===== config.mk =====
export PLATFORM = sky130hd
export DESIGN_NAME = keyed_one_shot_timer_table
export DESIGN_NICKNAME = d
export VERILOG_FILES = /design/src/rtl/core/ktt_pkg.sv /design/src/rtl/core/keyed_one_shot_timer_table.sv /design/src/rtl/core/ktt_dpath.sv /design/src/rtl/core/ktt_ctrl.sv
export SDC_FILE = /design/constraint.sdc
export NUM_CORES = 2
export LEC_CHECK = 0
export BUFFER_PORTS_ARGS = -buffer_cell sky130_fd_sc_hd__buf_2
export CORE_ASPECT_RATIO = 0.7
export CORE_MARGIN = 4
export CORE_UTILIZATION = 55
export DETAILED_ROUTE_END_ITERATION = 10
export MAX_ROUTING_LAYER = met4
export PLACE_DENSITY_LB_ADDON = 0.2
export SLEW_MARGIN = 5
export SYNTH_ARGS = -nofsm -noshare
export SYNTH_HDL_FRONTEND = slang
export SYNTH_SLANG_ARGS = --single-unit

===== constraint.sdc =====
create_clock -name i_clk -period 17.2 [get_ports i_clk]
set_input_delay 2.58 -clock i_clk [delete_from_list [all_inputs] [get_ports i_clk]]
set_output_delay 2.58 -clock i_clk [all_outputs]
set_load 0.02 [all_outputs]

===== src/rtl/core/ktt_pkg.sv =====
// Shared types and constants for the keyed one-shot timer table.
package ktt_pkg;

    // Table geometry and field widths
    localparam int MAX_TASKS = 16;
    localparam int KEY_W     = 16;
    localparam int TIME_W    = 48;
    localparam int DELAY_W   = 32;
    localparam int IDX_W     = $clog2(MAX_TASKS);
    localparam int CNT_W     = $clog2(MAX_TASKS + 1);
    localparam int CMD_W     = 3;
    localparam int STAT_W    = 2;

    // Beat layout on the two stream sides
    localparam int IN_DATA_W  = 56;
    localparam int OUT_DATA_W = 24;

    localparam logic [TIME_W-1:0] TIME_MAX = {TIME_W{1'b1}};

    // Command codes
    typedef enum logic [CMD_W-1:0] {
        CMD_TICK     = 3'd0,
        CMD_SCHEDULE = 3'd1,
        CMD_CANCEL   = 3'd2,
        CMD_IS_DUE   = 3'd3,
        CMD_POLL     = 3'd4,
        CMD_CLEAR    = 3'd5
    } t_cmd;

    // Result status codes
    typedef enum logic [STAT_W-1:0] {
        ST_OK        = 2'd0,
        ST_NOT_FOUND = 2'd1,
        ST_FULL      = 2'd2
    } t_status;

    // Controller to datapath commands
    typedef struct packed {
        logic load_in;
        logic tick;
        logic sched;
        logic cancel;
        logic clear;
        logic poll_start;
        logic poll_pop;
        logic out_load;
    } t_dp_ctl;

    // Datapath to controller status
    typedef struct packed {
        t_cmd cmd;
        logic out_free;
        logic any_due;
        logic pop_last;
    } t_dp_stat;

endpackage


===== src/rtl/core/keyed_one_shot_timer_table.sv =====
// Top level: keyed one-shot timer table with stream command and result sides.
// A result is loaded into the output register in the execute state once that
// register is free; a poll with due timers loads them in the poll state instead,
// one per cycle while the output is free. A command is accepted only once the
// last is done; one finished result may wait while the next command is accepted.
// Synchronous active-low reset empties the table and zeroes the time.
module keyed_one_shot_timer_table
    import ktt_pkg::*;
(
    input  logic                  i_clk,
    input  logic                  i_rst_n,
    input  logic                  i_s_axis_tvalid,
    output logic                  o_s_axis_tready,
    // cmd[2:0], task_key[18:3], delay[50:19], zero pad above
    input  logic [IN_DATA_W-1:0]  i_s_axis_tdata,
    output logic                  o_m_axis_tvalid,
    input  logic                  i_m_axis_tready,
    // result_key[15:0], answer[16], status[18:17], pending_count[23:19]
    output logic [OUT_DATA_W-1:0] o_m_axis_tdata,
    output logic                  o_m_axis_tlast
);

    t_dp_ctl  ctl;
    t_dp_stat stat;

    ktt_ctrl u_ctrl (
        .i_clk           (i_clk),
        .i_rst_n         (i_rst_n),
        .i_s_axis_tvalid (i_s_axis_tvalid),
        .o_s_axis_tready (o_s_axis_tready),
        .i_stat          (stat),
        .o_ctl           (ctl)
    );

    ktt_dpath u_dpath (
        .i_clk           (i_clk),
        .i_rst_n         (i_rst_n),
        .i_ctl           (ctl),
        .o_stat          (stat),
        .i_s_axis_tdata  (i_s_axis_tdata),
        .o_m_axis_tvalid (o_m_axis_tvalid),
        .i_m_axis_tready (i_m_axis_tready),
        .o_m_axis_tdata  (o_m_axis_tdata),
        .o_m_axis_tlast  (o_m_axis_tlast)
    );

endmodule


===== src/rtl/core/ktt_dpath.sv =====
// Datapath: timer cells with parallel key match, tick counter and output register.
module ktt_dpath
    import ktt_pkg::*;
(
    input  logic                  i_clk,
    input  logic                  i_rst_n,
    input  t_dp_ctl               i_ctl,
    output t_dp_stat              o_stat,
    input  logic [IN_DATA_W-1:0]  i_s_axis_tdata,
    output logic                  o_m_axis_tvalid,
    input  logic                  i_m_axis_tready,
    output logic [OUT_DATA_W-1:0] o_m_axis_tdata,
    output logic                  o_m_axis_tlast
);

    // Latched command beat
    t_cmd                      r_cmd;
    logic [KEY_W-1:0]          r_key;
    logic signed [DELAY_W-1:0] r_delay;

    // Timer cells and counters
    logic [KEY_W-1:0]  r_keys [MAX_TASKS];
    logic [TIME_W-1:0] r_dues [MAX_TASKS];
    logic [CNT_W-1:0]  r_count;
    logic [TIME_W-1:0] r_now;
    logic [MAX_TASKS-1:0] r_mask;

    // Output register
    logic                  r_out_valid;
    logic [KEY_W-1:0]      r_out_key;
    logic                  r_out_answer;
    t_status               r_out_status;
    logic [CNT_W-1:0]      r_out_count;
    logic                  r_out_last;

    logic [MAX_TASKS-1:0] valid;
    logic [MAX_TASKS-1:0] match;
    logic [MAX_TASKS-1:0] due_mask;
    logic                 found;
    logic                 full;
    logic [IDX_W-1:0]     match_idx;
    logic [IDX_W-1:0]     pop_idx;
    logic [TIME_W-1:0]    due_sel;
    logic [TIME_W-1:0]    delay_ext;
    logic [TIME_W:0]      due_sum;
    logic [TIME_W-1:0]    sched_due;
    logic [CNT_W-1:0]     due_cnt;
    logic [MAX_TASKS-1:0] mask_left;
    logic                 shift_en;
    logic [IDX_W-1:0]     shift_pos;

    logic [KEY_W-1:0] n_out_key;
    logic             n_out_answer;
    t_status          n_out_status;
    logic [CNT_W-1:0] n_out_count;
    logic             n_out_last;

    // Match all cells against the latched key and against the current time
    always_comb begin
        match_idx = '0;
        pop_idx   = '0;
        due_sel   = '0;
        for (int i = 0; i < MAX_TASKS; i++) begin
            valid[i]    = (CNT_W'(i) < r_count);
            match[i]    = valid[i] && (r_keys[i] == r_key);
            due_mask[i] = valid[i] && (r_now >= r_dues[i]);
            if (match[i]) begin
                match_idx = match_idx | IDX_W'(i);
                due_sel   = due_sel | r_dues[i];
            end
            if (r_mask[i]) begin
                pop_idx = IDX_W'(i);
            end
        end
    end

    assign found     = |match;
    assign full      = (r_count >= CNT_W'(MAX_TASKS));
    assign due_cnt   = CNT_W'($countones(due_mask));
    assign mask_left = r_mask & ~(MAX_TASKS'(1) << pop_idx);

    // Saturating due time for schedule; a negative delay counts as zero
    assign delay_ext = r_delay[DELAY_W-1] ? '0
                     : {{(TIME_W-DELAY_W){1'b0}}, r_delay};
    assign due_sum   = {1'b0, r_now} + {1'b0, delay_ext};
    assign sched_due = due_sum[TIME_W] ? TIME_MAX : due_sum[TIME_W-1:0];

    assign shift_en  = (i_ctl.cancel && found) || i_ctl.poll_pop;
    assign shift_pos = i_ctl.poll_pop ? pop_idx : match_idx;

    assign o_stat.cmd      = r_cmd;
    assign o_stat.out_free = !r_out_valid || i_m_axis_tready;
    assign o_stat.any_due  = |due_mask;
    assign o_stat.pop_last = (mask_left == '0);

    // Build the next result beat
    always_comb begin
        n_out_key    = r_key;
        n_out_answer = 1'b0;
        n_out_status = ST_OK;
        n_out_count  = r_count;
        n_out_last   = 1'b1;
        if (i_ctl.poll_pop) begin
            n_out_key    = r_keys[pop_idx];
            n_out_answer = 1'b1;
            n_out_last   = (mask_left == '0);
        end else begin
            case (r_cmd)
                CMD_SCHEDULE: begin
                    if (!found && full) begin
                        n_out_status = ST_FULL;
                    end else if (!found) begin
                        n_out_count = r_count + CNT_W'(1);
                    end
                end
                CMD_CANCEL: begin
                    n_out_answer = found;
                    n_out_status = found ? ST_OK : ST_NOT_FOUND;
                    if (found) begin
                        n_out_count = r_count - CNT_W'(1);
                    end
                end
                CMD_IS_DUE: begin
                    n_out_answer = found && (r_now >= due_sel);
                    n_out_status = found ? ST_OK : ST_NOT_FOUND;
                end
                CMD_CLEAR: begin
                    n_out_count = '0;
                end
                default: begin
                    n_out_count = r_count;
                end
            endcase
        end
    end

    // Latch the input beat
    always_ff @(posedge i_clk) begin
        if (i_ctl.load_in) begin
            r_cmd   <= t_cmd'(i_s_axis_tdata[CMD_W-1:0]);
            r_key   <= i_s_axis_tdata[CMD_W +: KEY_W];
            r_delay <= i_s_axis_tdata[CMD_W+KEY_W +: DELAY_W];
        end
    end

    // Update cell contents: shift down on removal, write on schedule
    always_ff @(posedge i_clk) begin
        if (shift_en) begin
            for (int i = 0; i < MAX_TASKS - 1; i++) begin
                if (IDX_W'(i) >= shift_pos) begin
                    r_keys[i] <= r_keys[i+1];
                    r_dues[i] <= r_dues[i+1];
                end
            end
        end else if (i_ctl.sched) begin
            if (found) begin
                r_dues[match_idx] <= sched_due;
            end else if (!full) begin
                r_keys[r_count[IDX_W-1:0]] <= r_key;
                r_dues[r_count[IDX_W-1:0]] <= sched_due;
            end
        end
    end

    // Hold the due mask for a poll sweep
    always_ff @(posedge i_clk) begin
        if (i_ctl.poll_start) begin
            r_mask <= due_mask;
        end else if (i_ctl.poll_pop) begin
            r_mask <= mask_left;
        end
    end

    // Entry count and tick counter
    always_ff @(posedge i_clk) begin
        if (!i_rst_n) begin
            r_count <= '0;
            r_now   <= '0;
        end else begin
            if (i_ctl.tick && (r_now != TIME_MAX)) begin
                r_now <= r_now + TIME_W'(1);
            end
            if (i_ctl.clear) begin
                r_count <= '0;
            end else if (i_ctl.cancel && found) begin
                r_count <= r_count - CNT_W'(1);
            end else if (i_ctl.sched && !found && !full) begin
                r_count <= r_count + CNT_W'(1);
            end else if (i_ctl.poll_start) begin
                r_count <= r_count - due_cnt;
            end
        end
    end

    // Output register: load a beat, drop valid once taken
    always_ff @(posedge i_clk) begin
        if (!i_rst_n) begin
            r_out_valid <= 1'b0;
        end else if (i_ctl.out_load) begin
            r_out_valid <= 1'b1;
        end else if (i_m_axis_tready) begin
            r_out_valid <= 1'b0;
        end
    end

    always_ff @(posedge i_clk) begin
        if (i_ctl.out_load) begin
            r_out_key    <= n_out_key;
            r_out_answer <= n_out_answer;
            r_out_status <= n_out_status;
            r_out_count  <= n_out_count;
            r_out_last   <= n_out_last;
        end
    end

    assign o_m_axis_tvalid = r_out_valid;
    assign o_m_axis_tlast  = r_out_last;
    assign o_m_axis_tdata  = {r_out_count, r_out_status, r_out_answer, r_out_key};

endmodule


===== src/rtl/core/ktt_ctrl.sv =====
// Controller: sequences each command through the timer datapath.
module ktt_ctrl
    import ktt_pkg::*;
(
    input  logic     i_clk,
    input  logic     i_rst_n,
    input  logic     i_s_axis_tvalid,
    output logic     o_s_axis_tready,
    input  t_dp_stat i_stat,
    output t_dp_ctl  o_ctl
);

    typedef enum logic [1:0] {
        S_IDLE,
        S_EXEC,
        S_POLL
    } t_state;

    t_state r_state;
    t_state n_state;

    assign o_s_axis_tready = (r_state == S_IDLE);

    // Decode the next state and the datapath commands
    always_comb begin
        n_state = r_state;
        o_ctl   = '0;
        unique case (r_state)
            S_IDLE: begin
                if (i_s_axis_tvalid) begin
                    o_ctl.load_in = 1'b1;
                    n_state       = S_EXEC;
                end
            end
            S_EXEC: begin
                unique case (i_stat.cmd) inside
                    CMD_TICK: begin
                        o_ctl.tick = 1'b1;
                        n_state    = S_IDLE;
                    end
                    CMD_SCHEDULE, CMD_CANCEL, CMD_IS_DUE, CMD_CLEAR: begin
                        if (i_stat.out_free) begin
                            o_ctl.sched    = (i_stat.cmd == CMD_SCHEDULE);
                            o_ctl.cancel   = (i_stat.cmd == CMD_CANCEL);
                            o_ctl.clear    = (i_stat.cmd == CMD_CLEAR);
                            o_ctl.out_load = 1'b1;
                            n_state        = S_IDLE;
                        end
                    end
                    CMD_POLL: begin
                        if (i_stat.any_due) begin
                            o_ctl.poll_start = 1'b1;
                            n_state          = S_POLL;
                        end else if (i_stat.out_free) begin
                            o_ctl.out_load = 1'b1;
                            n_state        = S_IDLE;
                        end
                    end
                    default: begin
                        n_state = S_IDLE;
                    end
                endcase
            end
            S_POLL: begin
                if (i_stat.out_free) begin
                    o_ctl.poll_pop = 1'b1;
                    o_ctl.out_load = 1'b1;
                    if (i_stat.pop_last) begin
                        n_state = S_IDLE;
                    end
                end
            end
            default: begin
                n_state = S_IDLE;
            end
        endcase
    end

    // Hold state
    always_ff @(posedge i_clk) begin
        if (!i_rst_n) begin
            r_state <= S_IDLE;
        end else begin
            r_state <= n_state;
        end
    end

endmodule


## After elaboration in Yosys (flattened, before gate mapping)

Memories as Yosys holds them, arrays and structs flattened.
Cells that the tools add are included.

| storage, ports and cells | value |
|---|---|
| memories kept | 2 |
| register bits after elaboration | 148 |
| word-level logic and storage cells | 338 |
| output and inout bits | 27 |
| bits in writable memories | 1024 |
| input port bits | 60 |

Memory list:

| memory | words | width | rd ports | clocked after memory_dff | write ports | line | text |
|---|---|---|---|---|---|---|---|
| u_dpath.r_dues | 16 | 48 | 16 | 0 | 15 | ktt_dpath.sv:23 | `logic [TIME_W-1:0] r_dues [MAX_TASKS];` |
| u_dpath.r_keys | 16 | 16 | 17 | 0 | 15 | ktt_dpath.sv:22 | `logic [KEY_W-1:0] r_keys [MAX_TASKS];` |

| operators by class | value |
|---|---|
| $add $sub $neg | 20 |
| order comparisons | 49 |
| eq/ne operators | 27 |
| bitwise logic cells | 18 |
| reduce and logical (&&, ||, !) cells | 58 |
| multiplexer cells | 150 |
| shift-type cells | 1 |

Operator list:

| cell | number |
|---|---|
| $mux W48 | 19 |
| $ge A48 B48 Y1 | 17 |
| $or A48 B48 Y48 | 15 |
| $eq A16 B16 Y1 | 16 |
| $mux W4 | 26 |
| $reduce_or A48 Y1 | 2 |
| $mux W1 | 70 |
| $mux W16 | 4 |
| $add A48 B48 Y49 | 1 |
| $add A48 B1 Y48 const B | 1 |
| $ne A48 B48 Y1 const B | 1 |
| $reduce_or A16 Y1 | 3 |
| $lt A4 B5 Y1 const A | 8 |
| $mux W5 | 8 |
| $logic_and A1 B1 Y1 | 38 |
| $add A5 B5 Y5 | 7 |
| $mux W31 | 1 |
| $ge A4 B4 Y1 const A | 7 |
| $lt A3 B5 Y1 const A | 4 |
| $mux W2 | 9 |
| $mux W3 | 6 |
| $add A1 B1 Y2 | 8 |
| $and A16 B16 Y16 | 1 |
| $ge A3 B4 Y1 const A | 4 |
| other kinds (31) | 47 |

## Logic depth before layout (Yosys ltp)

An unclocked memory read counts as a cell.

| depth | value |
|---|---|
| word-level depth | 37 |
| gate-level depth with buffers | 30 |
| mapped depth without buffers | 30 |

## Hierarchy

Synthesis repeated with hierarchy kept, for this count alone.

| second synthesis, totals | value |
|---|---|
| cells, all modules | 7458 |
| area, all modules | 82476.6 um^2 |

By module, submodules not included:

| module | times used | seq. area each (um^2) | area each (um^2) | cells an instance |
|---|---|---|---|---|
| ktt_dpath | 1 | 34593.2 | 82195.1 | 7421 |
| ktt_ctrl | 1 | 40.0 | 281.5 | 37 |

## Least setup slack after synthesis

OpenSTA, ideal clock, no wires.

| path | value |
|---|---|
| path kind | input-to-reg |
| start | input port i_m_axis_tready |
| end | memory u_dpath.r_dues[5][0], enable pin |
| stages on the path | 9 |
| arrival | 7285 ps |
| path buffers | 2 |
| path slack | 9395 ps |
| data required time | 16680 ps |
| path through | nand2b_1 and2_1 clkbuf_1 nor2_1 nand2_1 nor3b_1 buf_2 o21ai_1 o21ai_0 |

RTL lines:

| what | line | text |
|---|---|---|
| start: declaration | keyed_one_shot_timer_table.sv:17 | `input logic i_m_axis_tready,` |
| end: declaration | ktt_dpath.sv:23 |  |

## Worst setup path in the final report

| path | value |
|---|---|
| start | register u_dpath.r_now[18] |
| end | register u_dpath.r_count[2] |

| on the way | value |
|---|---|
| cells in the longest elaborated chain, start to end | 10 |
| elaborated cells between the ends (all ways) | 56 |

Ends and longest elaborated chain:

| what | line | text |
|---|---|---|
| start: declaration | ktt_dpath.sv:25 | `logic [TIME_W-1:0] r_now;` |
| start signal: assignment | ktt_dpath.sv:181 | `r_now <= r_now + TIME_W'(1);` |
| $ge A48 B48 Y1 | ktt_dpath.sv:66 | `due_mask[i] = valid[i] && (r_now >= r_dues[i]);` |
| $logic_and A1 B1 Y1 | ktt_dpath.sv:66 |  |
| $add A1 B1 Y2 (implied by the code) | ktt_dpath.sv:79 | `assign due_cnt = CNT_W'($countones(due_mask));` |
| $add A5 B5 Y5 (implied by the code) (3 in series) | ktt_dpath.sv:79 |  |
| $sub A5 B5 Y5 | ktt_dpath.sv:190 | `r_count <= r_count - due_cnt;` |
| $mux W5 | ktt_dpath.sv:189 | `end else if (i_ctl.poll_start) begin` |
| $mux W5 | ktt_dpath.sv:187 | `end else if (i_ctl.sched && !found && !full) begin` |
| $mux W5 | ktt_dpath.sv:185 | `end else if (i_ctl.cancel && found) begin` |
| end signal: assignment | ktt_dpath.sv:186 | `r_count <= r_count - CNT_W'(1);` |
| end signal: assignment | ktt_dpath.sv:188 | `r_count <= r_count + CNT_W'(1);` |
| end signal: assignment | ktt_dpath.sv:190 |  |
| end: declaration | ktt_dpath.sv:24 | `logic [CNT_W-1:0] r_count;` |

Parallel ways exist; a longest one is shown, timed or not. The select of a mux whose other input is x is not followed.
A chain may end at the register's enable or synchronous reset.

==> impl_metrics.ini <==
[sta]
skew_ns = 0.04080
period_needed_ns = 9.131
fin_crit_sh = 0.5309
tns_ns = 0
hold_viol_final = 0
slew_viol_final = 0
slew_headroom = 0.01605
setup_violations = 0
grt_setup_unrepaired = no
fmax_mhz = 109.5
worstMarginPinSlew_ns = 1.466

[worst_setup_path]
cp.arrival_ns = 9.86
crit_type = reg2reg
start_kind = flop
reg2reg_from = u_dpath.r_now[18]$_SDFFE_PN0P_
critPathMaxStageDelay_ns = 1.02
critPathRequiredTime_ns = 17.92
cp-startpoint = u_dpath.r_now[18]$_SDFFE_PN0P_
cp_max_fo = 23
cp-end-kind = flop
slowest_stage = o21ai_0

[synth]
ys_seq_area_frac = 0.4154
yosys.area.top_type_share = 0.4019
async_reset_ff_frac = 0
syn_nets = 8937
synth_cells = 7983
synth_area_leaders = edfxtp_1 (40%), ha_1 (13%), mux2i_1 (4.5%)
avgSynthCellArea_um2 = 10.44
yosysWarnings = 0
yosys.cell_types.count = 103
yosys.area.top_type = edfxtp_1
synth_ff_type = edfxtp_1
synth_area_mm2 = 0.08338
synth_edf_count = 1116
ys_seq_elements = 1172
synth_common_cells = edfxtp_1 (1116), ha_1 (879), inv_1 (861)
synth_most_common_cell = edfxtp_1

[clock_network]
cts_sinks = 1172
cts_root_buffer = clkbuf_16
post-cts-setup-buffers = 0
hold_buffers = 0
cts_tree = built
cts.path.max_buffers = 3
clk_pin_slew_ns = 0.06
post_cts_resized = 0
cts_buffers = 130
htreeDepth = 4
clock_latency_ns = 0.83

[route]
antenna_left = 0
wl_um = 343600
firstDrtPassIters = 10
drtIter0Drc = 12270
dr_total_vias = 70390
routedWlPerCell_um = 34.02
routed_via_density = 6.968
route.detailed.drc = 0

[pwr]
vdd_drop_max_uv = 110.7
pwr_density_cell_mw_per_mm2 = 69.99
p_leak_nw = 41.89
power_mw = 6.342

[placement]
place_congestion = 1.047
numPortBuffers = 81
dp_hpwl_um = 244900

[finish]
multi_input_area_mm2 = 0.04386
drive_above_1_share = 0.1110
syn_to_final_growth_pct = 8.678
nets = 8929
utilization = 0.6020
seqCellArea_mm2 = 0.03463
fill_cells = 12620

[global_routing]
grt_pass1_vias = 66480
grt_overflow_total = 0
grt_max_degree = 58
grt_pass1_wl_um = 481000
grt_usage = 0.4366
antenna_found_initial = 33

[min_path]
hold_path_startpoint = u_ctrl.r_state[1]$_SDFFE_PN0P_
hold_path.class = reg2reg

[floorplanning]
die_height_um = 333.8
io_pins = 87
fp-row-count = 119
core-area_mm2 = 0.1505
die_x_um = 473.4
initial_utilization = 0.5539
dieArea_mm2 = 0.1580

[status]
outcome = finished clean

[run]
cap_viol_max_count = 0
[layout by cell type (no fill, tap or decap), types with 19 or more instances in the layout]
cell and count:
o21ai_0 335, buf_4 196, dfxtp_1 56, or3_1 20
and2_1 80, a22oi_1 190, mux2_1 70, and4_1 23
clkinv_2 21, a311oi_1 21, nor4_1 100, a21o_1 321
xnor2_1 101, nor3_1 62, a31oi_1 37, nand4_1 158
xor2_1 233, o311ai_0 19, nor2_1 297, nand2_1 500
mux2i_1 375, o211ai_1 33, a22o_1 101, bufinv_16 19
a211oi_1 39, clkbuf_1 26, nand3_1 227, nor2b_1 110
inv_1 861, nand2b_1 59, a21oi_1 380, o21a_1 23
clkinv_1 19, buf_2 81, a221oi_1 104, mux2_2 300
edfxtp_1 1116, diode_2 27, ha_1 879, clkbuf_16 131
[metrics by stage]
step / instance area, um^2 / cells / setup slack (ns) / hold WS (ns)
global placement: 86100 / 9839 / 8.750 / 0.5259
CTS: 90530 / 10080 / 8.623 / 0.5379
global route: 90610 / 10100 / 7.991 / 0.5794
finish: 90610 / 10100 / 8.069 / 0.5402
floorplan: 83380 / 7983 / 9.395 / 0.4206
detailed placement: 86100 / 9839 / 8.715 / 0.5242
[layer usage]
layer  track usage  part of all wire
met1        0.6022              0.40
met4        0.1430             0.036
met5             -                 0
met2        0.5493              0.38
met3        0.2158              0.18
[report_power, final]
group	internal (mW)	switching, mW
combinational	0.0575	0.155
clock	1.72	1.31
sequential	3.10	0.00625
total	4.87	1.47
[registers in the layout, indices dropped and copies added, names as in the netlist, 2 cells and up]
name	count
u_dpath.r_key	16
u_dpath.r_out_count	5
u_dpath.r_out_status	2
u_ctrl.r_state	2
u_dpath.r_now	48
u_dpath.r_cmd	3
u_dpath.r_out_key	16
u_dpath.r_dues	768
u_dpath.r_mask	16
u_dpath.r_count	5
u_dpath.r_keys	256
u_dpath.r_delay	32
[cell families after synthesis]
kind of cell | count (synthesis) | share of synthesized area
buf+inv | 1281 | 0.06345
simple gates | 1766 | 0.1070
fa+ha+maj | 894 | 0.1355
compound gates | 1772 | 0.1439
mux | 763 | 0.09955
xor+xnor | 335 | 0.03528
flops | 1172 | 0.4154
[final cells by class]
| cell class | count | area share |
|---|---|---|
| Multi-Input combinational cell | 5530 | 0.4841 |
| Antenna cell | 27 | 0.0007456 |
| Timing Repair Buffer | 277 | 0.02071 |
| Clock buffer | 160 | 0.03771 |
| Tap cell | 1996 | 0.02756 |
| Inverter | 864 | 0.03579 |
| Sequential cell | 1172 | 0.3822 |
| Clock inverter | 76 | 0.01120 |
[critical path: cells and delay by family, from the launching register on]
family / cells / cell delay [ns]
AOI/OAI and AO/OA: 8 / 2.85
adders and majority gates: 7 / 2.74
and+or+nand+nor: 7 / 2.36
buffers and inverters: 5 / 0.48
DFF: 1 / 0.29
muxes: 1 / 0.29
[final timing paths]
path / endpoint / slack, ns / cells past startpoint
setup / recovery: u_dpath.r_count[2]$_SDFFE_PP0P_ / 8.07 / 28
hold / removal: u_ctrl.r_state[1]$_SDFFE_PN0P_ / 0.54 / 1
setup reg to reg: u_dpath.r_count[2]$_SDFFE_PP0P_ / 8.07 / 28
hold reg to reg: u_ctrl.r_state[1]$_SDFFE_PN0P_ / 0.54 / 1
No activity file was read; power rests on OpenSTA's default activity.
